--- src/rtl/wavhp_pkg.sv ---
// shared types and constants of the wav header parser
// result record, fifo push group, riff tags and status codes; no dependencies
`default_nettype none

package wavhp_pkg;

	// riff tags as they read little-endian from the byte stream
	localparam logic [31:0] TAG_RIFF = 32'h4646_4952;
	localparam logic [31:0] TAG_WAVE = 32'h4556_4157;
	localparam logic [31:0] TAG_FMT  = 32'h2074_6D66;
	localparam logic [31:0] TAG_DATA = 32'h6174_6164;

	localparam logic [31:0] FMT_BODY       = 32'd16;
	localparam logic [15:0] SUPPORTED_BITS = 16'd16;
	localparam logic [15:0] MAX_CHANNELS   = 16'd2;

	// status codes
	localparam logic [3:0] ST_OK      = 4'd0;
	localparam logic [3:0] ST_READ    = 4'd1;
	localparam logic [3:0] ST_SEEK    = 4'd2;
	localparam logic [3:0] ST_RIFF    = 4'd3;
	localparam logic [3:0] ST_WAVE    = 4'd4;
	localparam logic [3:0] ST_NOFMT   = 4'd5;
	localparam logic [3:0] ST_NODATA  = 4'd6;
	localparam logic [3:0] ST_FMTSIZE = 4'd7;
	localparam logic [3:0] ST_BITS    = 4'd8;
	localparam logic [3:0] ST_CHANS   = 4'd9;
	localparam logic [3:0] ST_ALIGN   = 4'd10;

	localparam logic KIND_SAMPLE = 1'b0;
	localparam logic KIND_STATUS = 1'b1;

	// result fifo depth; at least four
	localparam int WAVHP_FIFO_DEPTH = 8;

	localparam int TDATA_W = 168;

	typedef struct packed {
		logic               kind;
		logic               last;
		logic signed [15:0] sample;
		logic               channel;
		logic [3:0]         status;
		logic [1:0]         chan_count;
		logic [31:0]        rate_hz;
		logic [31:0]        bytes_per_sec;
		logic [15:0]        format_code;
		logic [31:0]        data_bytes;
		logic [30:0]        frame_count;
	} result_t;

	// up to two results per byte, sample before status
	typedef struct packed {
		logic    v0;
		logic    v1;
		result_t r0;
		result_t r1;
	} push_t;

endpackage

`default_nettype wire

--- src/rtl/wavhp_fifo.sv ---
// result fifo of the wav header parser, takes up to two items per cycle
// depends on wavhp_pkg for result_t and push_t
`default_nettype none

module wavhp_fifo
	import wavhp_pkg::*;
#(
	parameter int DEPTH = WAVHP_FIFO_DEPTH
) (
	input  wire logic    clk,
	input  wire logic    arst_n,
	input  wire push_t   push,
	input  wire logic    pop_ready,
	output result_t      head,
	output logic         head_valid,
	output logic         room
);

	localparam int AW = $clog2(DEPTH);
	localparam int CW = $clog2(DEPTH + 1);

	result_t         mem_q [DEPTH];
	logic [AW-1:0]   wr_q;
	logic [AW-1:0]   rd_q;
	logic [CW-1:0]   count_q;
	logic [AW-1:0]   wr_inc1;
	logic [AW-1:0]   wr_inc2;
	logic            pop;

	function automatic logic [AW-1:0] ptr_inc(input logic [AW-1:0] p);
		logic [AW-1:0] r;
		if (p == AW'(DEPTH - 1)) r = '0;
		else r = p + AW'(1);
		return r;
	endfunction

	assign wr_inc1    = ptr_inc(wr_q);
	assign wr_inc2    = ptr_inc(wr_inc1);
	assign head_valid = (count_q != '0);
	assign head       = mem_q[rd_q];
	assign pop        = head_valid & pop_ready;
	// four free slots: the byte in flight plus one more, up to two results each
	assign room       = (count_q <= CW'(DEPTH - 4));

	// storage writes
	always_ff @(posedge clk) begin
		if (push.v0) mem_q[wr_q] <= push.r0;
		if (push.v1) mem_q[wr_inc1] <= push.r1;
	end

	// pointers and fill count
	always_ff @(posedge clk or negedge arst_n) begin
		if (!arst_n) begin
			wr_q    <= '0;
			rd_q    <= '0;
			count_q <= '0;
		end else begin
			if (push.v1) wr_q <= wr_inc2;
			else if (push.v0) wr_q <= wr_inc1;
			if (pop) rd_q <= ptr_inc(rd_q);
			count_q <= count_q + CW'(push.v0) + CW'(push.v1) - CW'(pop);
		end
	end

	a_no_overflow: assert property (@(posedge clk) disable iff (!arst_n)
		(int'(count_q) + int'(push.v0) + int'(push.v1) - int'(pop) <= DEPTH))
		else $error("result fifo overflow");

	a_pop_drains: assert property (@(posedge clk) disable iff (!arst_n)
		(pop && !push.v0) |=> (count_q == $past(count_q) - CW'(1)))
		else $error("pop did not lower the fill count");

	a_room_bound: assert property (@(posedge clk) disable iff (!arst_n)
		room |-> (int'(count_q) + 4 <= DEPTH))
		else $error("room flagged with too little space");

endmodule

`default_nettype wire

--- src/rtl/wavhp_parser.sv ---
// byte-level riff/wave walker: input register, chunk state and result forming
// depends on wavhp_pkg for tags, status codes and push_t
`default_nettype none

module wavhp_parser
	import wavhp_pkg::*;
(
	input  wire logic       clk,
	input  wire logic       arst_n,
	input  wire logic       in_valid,
	input  wire logic [7:0] in_byte,
	input  wire logic       in_eof,
	output push_t           push
);

	typedef enum logic [5:0] {
		PH_HEADER   = 6'b000001,
		PH_CHUNK    = 6'b000010,
		PH_FMT      = 6'b000100,
		PH_FMT_SKIP = 6'b001000,
		PH_SKIP     = 6'b010000,
		PH_DATA     = 6'b100000
	} phase_t;

	// input register
	logic        valid_s1;
	logic [7:0]  byte_s1;
	logic        eof_s1;

	// walker state
	phase_t      phase_q, phase_n;
	logic [3:0]  pos_q, pos_n;
	logic [31:0] tag_q, tag_n;
	logic [31:0] size_q, size_n;
	logic [31:0] remain_q, remain_n;
	logic [15:0] afmt_q, afmt_n;
	logic [15:0] chans_q, chans_n;
	logic [15:0] align_q, align_n;
	logic [15:0] bits_q, bits_n;
	logic [31:0] rate_q, rate_n;
	logic [31:0] brate_q, brate_n;
	logic        found_q, found_n;
	logic [31:0] dlen_q, dlen_n;
	logic [7:0]  hold_q, hold_n;
	logic        toggle_q, toggle_n;
	logic        finished_q, finished_n;

	logic [3:0]  err;
	logic [3:0]  chk;
	logic        smp_v;
	logic [15:0] smp_val;
	logic        smp_ch;
	logic        st_v;
	logic [3:0]  st_code;
	logic [31:0] frames;
	result_t     smp_res;
	result_t     st_res;

	function automatic logic [3:0] fmt_check(input logic [15:0] bits, input logic [15:0] ch,
		input logic [15:0] align);
		logic [3:0] r;
		if (bits != SUPPORTED_BITS) r = ST_BITS;
		else if (ch < 16'd1 || ch > MAX_CHANNELS) r = ST_CHANS;
		else if (align != {ch[14:0], 1'b0}) r = ST_ALIGN;
		else r = ST_OK;
		return r;
	endfunction

	always_ff @(posedge clk or negedge arst_n) begin
		if (!arst_n) begin
			valid_s1 <= 1'b0;
		end else begin
			valid_s1 <= in_valid;
		end
	end

	always_ff @(posedge clk) begin
		if (in_valid) begin
			byte_s1 <= in_byte;
			eof_s1  <= in_eof;
		end
	end

	// one step of the walk for the registered byte
	always_comb begin
		phase_n  = phase_q;
		pos_n    = pos_q;
		tag_n    = tag_q;
		size_n   = size_q;
		remain_n = remain_q;
		afmt_n   = afmt_q;
		chans_n  = chans_q;
		align_n  = align_q;
		bits_n   = bits_q;
		rate_n   = rate_q;
		brate_n  = brate_q;
		found_n  = found_q;
		dlen_n   = dlen_q;
		hold_n   = hold_q;
		toggle_n = toggle_q;
		err      = ST_OK;
		chk      = ST_OK;
		smp_v    = 1'b0;
		smp_val  = {byte_s1, hold_q};
		smp_ch   = toggle_q;
		st_v     = 1'b0;
		st_code  = ST_OK;

		if (valid_s1 && !finished_q) begin
			case (phase_q)
				PH_HEADER: begin
					if (pos_q < 4'd4) tag_n = {byte_s1, tag_q[31:8]};
					else if (pos_q >= 4'd8) size_n = {byte_s1, size_q[31:8]};
					pos_n = pos_q + 4'd1;
					if (pos_q == 4'd11) begin
						if (tag_n != TAG_RIFF) err = ST_RIFF;
						else if (size_n != TAG_WAVE) err = ST_WAVE;
						else begin
							phase_n = PH_CHUNK;
							pos_n   = '0;
						end
					end
				end
				PH_CHUNK: begin
					if (pos_q < 4'd4) tag_n = {byte_s1, tag_q[31:8]};
					else size_n = {byte_s1, size_q[31:8]};
					pos_n = pos_q + 4'd1;
					if (pos_q == 4'd7) begin
						pos_n = '0;
						if (tag_n == TAG_FMT) begin
							if (size_n < FMT_BODY) err = ST_FMTSIZE;
							else begin
								remain_n = size_n - FMT_BODY;
								phase_n  = PH_FMT;
							end
						end else if (tag_n == TAG_DATA) begin
							dlen_n   = size_n;
							remain_n = size_n;
							toggle_n = 1'b0;
							phase_n  = PH_DATA;
							if (size_n == '0) begin
								st_v    = 1'b1;
								st_code = found_q ? ST_OK : ST_NOFMT;
							end
						end else begin
							remain_n = size_n;
							phase_n  = (size_n == '0) ? PH_CHUNK : PH_SKIP;
						end
					end
				end
				PH_FMT: begin
					// body: format, channels, rate, byte rate, align, bits
					case (pos_q)
						4'd0:    afmt_n[7:0]   = byte_s1;
						4'd1:    afmt_n[15:8]  = byte_s1;
						4'd2:    chans_n[7:0]  = byte_s1;
						4'd3:    chans_n[15:8] = byte_s1;
						4'd4, 4'd5, 4'd6, 4'd7:
							rate_n[{pos_q[1:0], 3'b000} +: 8] = byte_s1;
						4'd8, 4'd9, 4'd10, 4'd11:
							brate_n[{pos_q[1:0], 3'b000} +: 8] = byte_s1;
						4'd12:   align_n[7:0]  = byte_s1;
						4'd13:   align_n[15:8] = byte_s1;
						4'd14:   bits_n[7:0]   = byte_s1;
						default: bits_n[15:8]  = byte_s1;
					endcase
					pos_n = pos_q + 4'd1;
					if (pos_q == 4'd15) begin
						pos_n = '0;
						if (remain_q == '0) begin
							chk = fmt_check(bits_n, chans_n, align_n);
							if (chk == ST_OK) begin
								found_n = 1'b1;
								phase_n = PH_CHUNK;
							end else err = chk;
						end else phase_n = PH_FMT_SKIP;
					end
				end
				PH_FMT_SKIP: begin
					remain_n = remain_q - 32'd1;
					if (remain_n == '0) begin
						chk = fmt_check(bits_q, chans_q, align_q);
						if (chk == ST_OK) begin
							found_n = 1'b1;
							phase_n = PH_CHUNK;
							pos_n   = '0;
						end else err = chk;
					end
				end
				PH_SKIP: begin
					remain_n = remain_q - 32'd1;
					if (remain_n == '0) begin
						phase_n = PH_CHUNK;
						pos_n   = '0;
					end
				end
				PH_DATA: begin
					remain_n = remain_q - 32'd1;
					if (found_q) begin
						if (!pos_q[0]) hold_n = byte_s1;
						else begin
							smp_v = 1'b1;
							if (chans_q == 16'd2) toggle_n = ~toggle_q;
						end
					end
					pos_n = pos_q + 4'd1;
					if (remain_n == '0) begin
						st_v    = 1'b1;
						st_code = found_q ? ST_OK : ST_NOFMT;
					end
				end
				default: begin
					phase_n = PH_HEADER;
				end
			endcase
			if (err != ST_OK) begin
				st_v    = 1'b1;
				st_code = err;
			end
		end

		// truncation status by phase
		if (valid_s1 && eof_s1 && !finished_q && !st_v) begin
			st_v = 1'b1;
			if (phase_n == PH_HEADER || phase_n == PH_FMT) st_code = ST_READ;
			else if (phase_n == PH_CHUNK)
				st_code = (pos_n < 4'd4) ? (found_n ? ST_NODATA : ST_NOFMT) : ST_READ;
			else st_code = ST_SEEK;
		end
	end

	// result records, status fields from the updated state
	always_comb begin
		if (found_n) frames = (chans_n == 16'd2) ? (dlen_n >> 2) : (dlen_n >> 1);
		else frames = '0;

		smp_res         = '0;
		smp_res.kind    = KIND_SAMPLE;
		smp_res.sample  = smp_val;
		smp_res.channel = smp_ch;

		st_res               = '0;
		st_res.kind          = KIND_STATUS;
		st_res.last          = 1'b1;
		st_res.status        = st_code;
		st_res.chan_count    = chans_n[1:0];
		st_res.rate_hz       = rate_n;
		st_res.bytes_per_sec = brate_n;
		st_res.format_code   = afmt_n;
		st_res.data_bytes    = dlen_n;
		st_res.frame_count   = frames[30:0];

		push.v0 = smp_v | st_v;
		push.v1 = smp_v & st_v;
		push.r0 = smp_v ? smp_res : st_res;
		push.r1 = st_res;
	end

	assign finished_n = finished_q | st_v;

	// state update; end of file returns to reset state
	always_ff @(posedge clk or negedge arst_n) begin
		if (!arst_n) begin
			phase_q    <= PH_HEADER;
			pos_q      <= '0;
			tag_q      <= '0;
			size_q     <= '0;
			remain_q   <= '0;
			afmt_q     <= '0;
			chans_q    <= '0;
			align_q    <= '0;
			bits_q     <= '0;
			rate_q     <= '0;
			brate_q    <= '0;
			found_q    <= 1'b0;
			dlen_q     <= '0;
			hold_q     <= '0;
			toggle_q   <= 1'b0;
			finished_q <= 1'b0;
		end else if (valid_s1 && eof_s1) begin
			phase_q    <= PH_HEADER;
			pos_q      <= '0;
			tag_q      <= '0;
			size_q     <= '0;
			remain_q   <= '0;
			afmt_q     <= '0;
			chans_q    <= '0;
			align_q    <= '0;
			bits_q     <= '0;
			rate_q     <= '0;
			brate_q    <= '0;
			found_q    <= 1'b0;
			dlen_q     <= '0;
			hold_q     <= '0;
			toggle_q   <= 1'b0;
			finished_q <= 1'b0;
		end else begin
			phase_q    <= phase_n;
			pos_q      <= pos_n;
			tag_q      <= tag_n;
			size_q     <= size_n;
			remain_q   <= remain_n;
			afmt_q     <= afmt_n;
			chans_q    <= chans_n;
			align_q    <= align_n;
			bits_q     <= bits_n;
			rate_q     <= rate_n;
			brate_q    <= brate_n;
			found_q    <= found_n;
			dlen_q     <= dlen_n;
			hold_q     <= hold_n;
			toggle_q   <= toggle_n;
			finished_q <= finished_n;
		end
	end

	a_pair_order: assert property (@(posedge clk) disable iff (!arst_n)
		push.v1 |-> (push.v0 && push.r0.kind == KIND_SAMPLE && push.r1.kind == KIND_STATUS))
		else $error("second result without a leading sample");

	a_quiet_after_status: assert property (@(posedge clk) disable iff (!arst_n)
		finished_q |-> !push.v0)
		else $error("result after the file status");

	a_status_latches: assert property (@(posedge clk) disable iff (!arst_n)
		(valid_s1 && !eof_s1 && push.v0 && push.r0.kind == KIND_STATUS) |=> finished_q)
		else $error("status issued but walk not finished");

	a_samples_need_fmt: assert property (@(posedge clk) disable iff (!arst_n)
		(push.v0 && push.r0.kind == KIND_SAMPLE) |-> (found_q && phase_q == PH_DATA))
		else $error("sample outside an accepted data chunk");

endmodule

`default_nettype wire

--- src/rtl/wav_header_parser.sv ---
// wav header parser: one file byte per item in, samples and a final status out
// path: results of an item pass the input register, then the result fifo, before they are offered
// throughput: one byte per cycle; s_tready drops only while the result fifo
//   holds more than FIFO_DEPTH-4 items (a byte can add a sample and a status)
// reset: arst_n clears walk state and fifo at once; end of file also restarts
`default_nettype none

module wav_header_parser
	import wavhp_pkg::*;
#(
	parameter int FIFO_DEPTH = WAVHP_FIFO_DEPTH
) (
	input  wire logic               clk,
	input  wire logic               arst_n,
	input  wire logic               s_tvalid,
	output logic                    s_tready,
	input  wire logic [7:0]         s_tdata,   // byte_value[7:0]
	input  wire logic               s_tlast,   // end_of_file
	output logic                    m_tvalid,
	input  wire logic               m_tready,
	output logic [TDATA_W-1:0]      m_tdata,   // sample[15:0], channel[16], status[20:17],
	                                           // chan_count[22:21], rate_hz[54:23],
	                                           // bytes_per_sec[86:55], format_code[102:87],
	                                           // data_bytes[134:103], frame_count[165:135]
	output logic                    m_tuser,   // kind
	output logic                    m_tlast    // last
);

	push_t   push;
	result_t head;
	logic    room;

	assign s_tready = room;

	wavhp_parser u_parser (
		.clk      (clk),
		.arst_n   (arst_n),
		.in_valid (s_tvalid & s_tready),
		.in_byte  (s_tdata),
		.in_eof   (s_tlast),
		.push     (push)
	);

	wavhp_fifo #(
		.DEPTH (FIFO_DEPTH)
	) u_fifo (
		.clk        (clk),
		.arst_n     (arst_n),
		.push       (push),
		.pop_ready  (m_tready),
		.head       (head),
		.head_valid (m_tvalid),
		.room       (room)
	);

	// pack the head item onto the master side
	assign m_tdata = {2'b00, head.frame_count, head.data_bytes, head.format_code,
		head.bytes_per_sec, head.rate_hz, head.chan_count, head.status,
		head.channel, head.sample};
	assign m_tuser = head.kind;
	assign m_tlast = head.last;

endmodule

`default_nettype wire

--- config.mk ---
export PLATFORM = sky130hd
export DESIGN_NAME = wav_header_parser
export DESIGN_NICKNAME = d
export VERILOG_FILES = /design/src/rtl/wavhp_pkg.sv /design/src/rtl/wavhp_fifo.sv /design/src/rtl/wavhp_parser.sv /design/src/rtl/wav_header_parser.sv
export SDC_FILE = /design/constraint.sdc
export NUM_CORES = 2
export LEC_CHECK = 0
export ABC_AREA = 1
export ABC_CLOCK_PERIOD_IN_PS = 19400
export BUFFER_PORTS_ARGS = -buffer_cell sky130_fd_sc_hd__buf_2
export CAP_MARGIN = 20
export CORE_ASPECT_RATIO = 0.6
export CORE_MARGIN = 5
export CORE_UTILIZATION = 35
export DETAILED_ROUTE_END_ITERATION = 8
export PLACE_DENSITY = 0.58
export SLEW_MARGIN = 25
export SYNTH_ARGS = -nofsm -noshare
export SYNTH_HDL_FRONTEND = slang
export SYNTH_SLANG_ARGS = --single-unit
--- constraint.sdc ---
create_clock -name clk -period 19.4 [get_ports clk]
set_input_delay 1.94 -clock clk [delete_from_list [all_inputs] [get_ports clk]]
set_output_delay 1.94 -clock clk [all_outputs]
set_load 0.02 [all_outputs]
==> impl_results.md <==
- Post-DP Area: approximately 80000 um^2
- Most frequent CP cell: nand2_1
- Max_cap viols: 0
- Hold Path Cell Cnt: 2
- Syn Inst Count: 8818
- Setup slack, reg-to-reg: around 11 ns
- Sequential share of power: 33.0%
- Fin. Hold Viols: 0
- Main synth FF type: edfxtp_1
- Post-synth top area cell: edfxtp_1
- Vias in the first global route: around 60000
- Worst Path Arrival: around 9.1 ns
- Worst path slowest cell: nand2_1
- Final HPWL DP: about 180000 um
- Die span in x: 619 um
- Largest net degree at the start of global routing: 188
- Via count: 65600
- P per Cell Area: 150 nW/um^2
- First-pass GRT wire length: 424000 um
- Port Buffers: 182
- Final cell count without fillers: around 12000
- Starting Density: 35.1%
- Crit path buf inv count: 3
- Core region area: 222000 um^2
- Clk buf depth: 4
- Final TNS setup: 0 ns
- LEAKAGE: 32.8 nW
- Switching part of the total: 44.6%
- Root Driver: clkbuf_16
- EDFF count, synth: 1201
- Commonest non-fill, non-tap cell in the layout: nor2_1
- Max Freq: 0.117 GHz
- Synthesized area per cell: 8.83 um^2
- Hold_sp: u_fifo.mem_q[1][149]
- Ports: approximately 190
- Ys async rst share: 17.6%
- Insertion delay to the later sink of the worst-skew pair: ~0.84 ns
- TritonCTS buffer count: around 170
- Crit-path max FO: 57
- Layout cells sized above 1: 7.82%
- WL final: 293000 um
- Share of power burned in the clock network: 24.4%
- Die height: 375 um
- Via-to-Cell Ratio: 5.53
- Share of the synthesized area in the top cell type: 46.3%
- R2R Path End: u_fifo.mem_q[7][53]
- NumNets Final: 8758
- Top cells by area, synth: edfxtp_1 46%, nor2_1 14%, dfrtp_1 9.2%, o21ai_0 6.9%, nand2_1 4.2%
- GRT Total Usage: between 20% and 30%
- GR Overflow Total: 0
- DR pass1 iterations: 8
- PostCTS Resize Cnt: 0
- Dpl cells: 11500
- HP Class: reg2reg
- Post-CTS Setup Repair Bufs: 0
- Yosys reg bits: 1633
- Number of synthesis warnings: 0
- Unrepaired setup endpoints after global routing: no
- Initial antenna violation count: 28
- Gate power share: 42.7%
- Worst r2r path cells: 23
- CTS tree: built
- Sink Count: 1633
- Outcome: finished, final reports clean
- Crit path capture type: register
- Critical Path Stages: 23
- Routed length per instance: 24.7 um
- Total power: ~13 mW
- Min cycle time layout: approximately 8.5 ns
- P&R area growth vs syn: 10.7%
- Final Cell Area: 86200 um^2
- Die area: 232000 um^2
- Top delay family on crit path: simple AND/OR/NAND/NOR gates
- Pins Over Slew Limit: 0
- Slew HR: around 8.4%
- Int Pwr: 7.17 mW
- Reg2Reg Launch Point: u_parser.pos_q[0]
- Worst-path clk slew: approximately 0.070 ns
- CP max stage delay: 0.87 ns
- # setup viols final: 0
- Setup Skew: 0.0596 ns
- CTS Hold Bufs: 0
- Final antenna-violating net count: 0
- DRT iter0 DRCs: 9341
- Crit Path Class: reg2reg
- Max rail drop VDD: 0.106 mV
- Sw power: 5.76 mW
- Critical-path cell list: inv_1 > ha_1 > nand3_1 > o21ai_0 > nand2_1 > nand2_1 > nand3_1 > nor2_1 > nand2_1 > nor2_1 > nand2_1 > nand2_1 > nand2_1 > nor2_2 > nand3_2 > nand2_2 > nand3_2 > nand2_1 > nand2_4 > nand2_4 > buf_4 > buf_4 > nor2_1
- Placer Congestion: 0.964
- Worst Path Required: 19.91 ns
- Sequential fraction of the synthesis area: between 50% and 60%
- Unique masters post-synth: 61
- Site row count: 134
- Synth Cell Area: between 70000 and 80000 um^2
- Hold EP: u_fifo.mem_q[1][149]
- Tcrit/Tclk final: between 40% and 50%
- # DRC: 0
- Worst setup SP type: register
- H-tree levels: 4
- Most frequent cells in the layout: 2941 x nor2_1, 1201 x edfxtp_1, 1070 x o21ai_0
- Worst slew pin tran: 1.37 ns
[cell families (layout without fill, tap and decap cells)]
family,Yosys count,in the layout,synth area share [%]
other,1,16,0.00482
AND/OR/NAND/NOR,4203,4203,21.3
buffers and inverters,1143,1175,6.35
AO/OA/AOI/OAI,1798,1798,12.5
multiplexers,5,5,0.0659
XOR/XNOR,14,14,0.157
flip-flops,1633,1633,59.3
adder cells (fa/ha/maj),21,21,0.357
[area by class of cell]
type,instances,area (um^2)
well taps,2992,3740
clock inverters,56,448
multi-input cells,6043,27100
clock buffers,239,4620
fillers,22400,136000
flip-flops and latches,1633,46200
repair buffers,294,1860
inverters,586,2230
diodes,14,35.0
[sequential cells by signal (all words and copies together), names as in the netlist, 6 cells and up]
register / flops
u_fifo.mem_q: 1336
u_parser.afmt_q: 16
u_parser.align_q: 16
u_parser.bits_q: 16
u_parser.brate_q: 32
u_parser.byte_s1: 8
u_parser.chans_q: 16
u_parser.dlen_q: 32
u_parser.hold_q: 8
u_parser.phase_q: 6
u_parser.rate_q: 32
u_parser.remain_q: 32
u_parser.size_q: 32
u_parser.tag_q: 32
[per-layer routing]
| metal | GRT usage (%) | vias up | part of all wire (%) |
|---|---|---|---|
| met1 | 38.1 | 32100 | 46 |
| met4 | 4.81 | 8 | 2.1 |
| met2 | 33.5 | 3692 | 40 |
| li1 | - | 29400 | - |
| met5 | 0 | - | 0.019 |
| met3 | 6.18 | 357 | 12 |
[synth_stat cells (19+ instances only)]
cell type and number:
dfxtp_1 144, nor3_1 70, o21ai_0 1074, inv_1 489, o22ai_1 241, ha_1 19
inv_2 65, nand4_1 69, clkbuf_1 360, a31oi_1 170, buf_1 33, clkinv_1 32
nand3_1 174, o21ai_1 116, edfxtp_1 1201, buf_4 44, a21oi_1 136, nor2_1 2945
buf_6 54, dfrtp_1 287, buf_2 66, nand2_1 873
[power by group through the flow]
| stage | sequential [mW] | clock [mW] | combinational (mW) |
|---|---|---|---|
| finish | 4.26 | 3.15 | 5.52 |
| global route | 4.29 | 3.34 | 5.97 |
| CTS | 4.25 | 3.19 | 5.46 |
| detailed placement | 4.32 | 0 | 5.44 |
| global placement | 4.32 | 0 | 5.43 |
| floorplan | 4.25 | 0 | 3.40 |
[tightest hold or removal path, cell delays in order (launching register included)]
cell and delay, ns:
dfxtp_1 0.30, inv_1 0.05, a21oi_1 0.05
[worst max-delay path by stage]
stage	startpoint	slack (ns)	endpoint
after CTS	u_parser.pos_q[0]	11.04	u_fifo.mem_q[7][46]
after global routing	u_parser.pos_q[0]	10.27	u_fifo.mem_q[7][55]
final	u_parser.pos_q[0]	10.86	u_fifo.mem_q[7][53]
after global placement	u_parser.pos_q[0]	11.22	u_fifo.mem_q[7][91]
after floorplan	u_parser.pos_q[3]	11.81	u_fifo.mem_q[0][144]
after detailed placement	u_parser.pos_q[0]	11.10	u_fifo.mem_q[7][80]
[metrics by stage]
stage	hold slack [ns]	worst slack (ns)	util, %
finish	0.447	10.86	38.8
CTS	0.452	11.04	38.8
global placement	0.434	11.22	36.5
floorplan	0.421	11.81	-
global route	0.463	10.27	38.8
detailed placement	0.443	11.10	36.5
(Power assumes the default switching activity.)
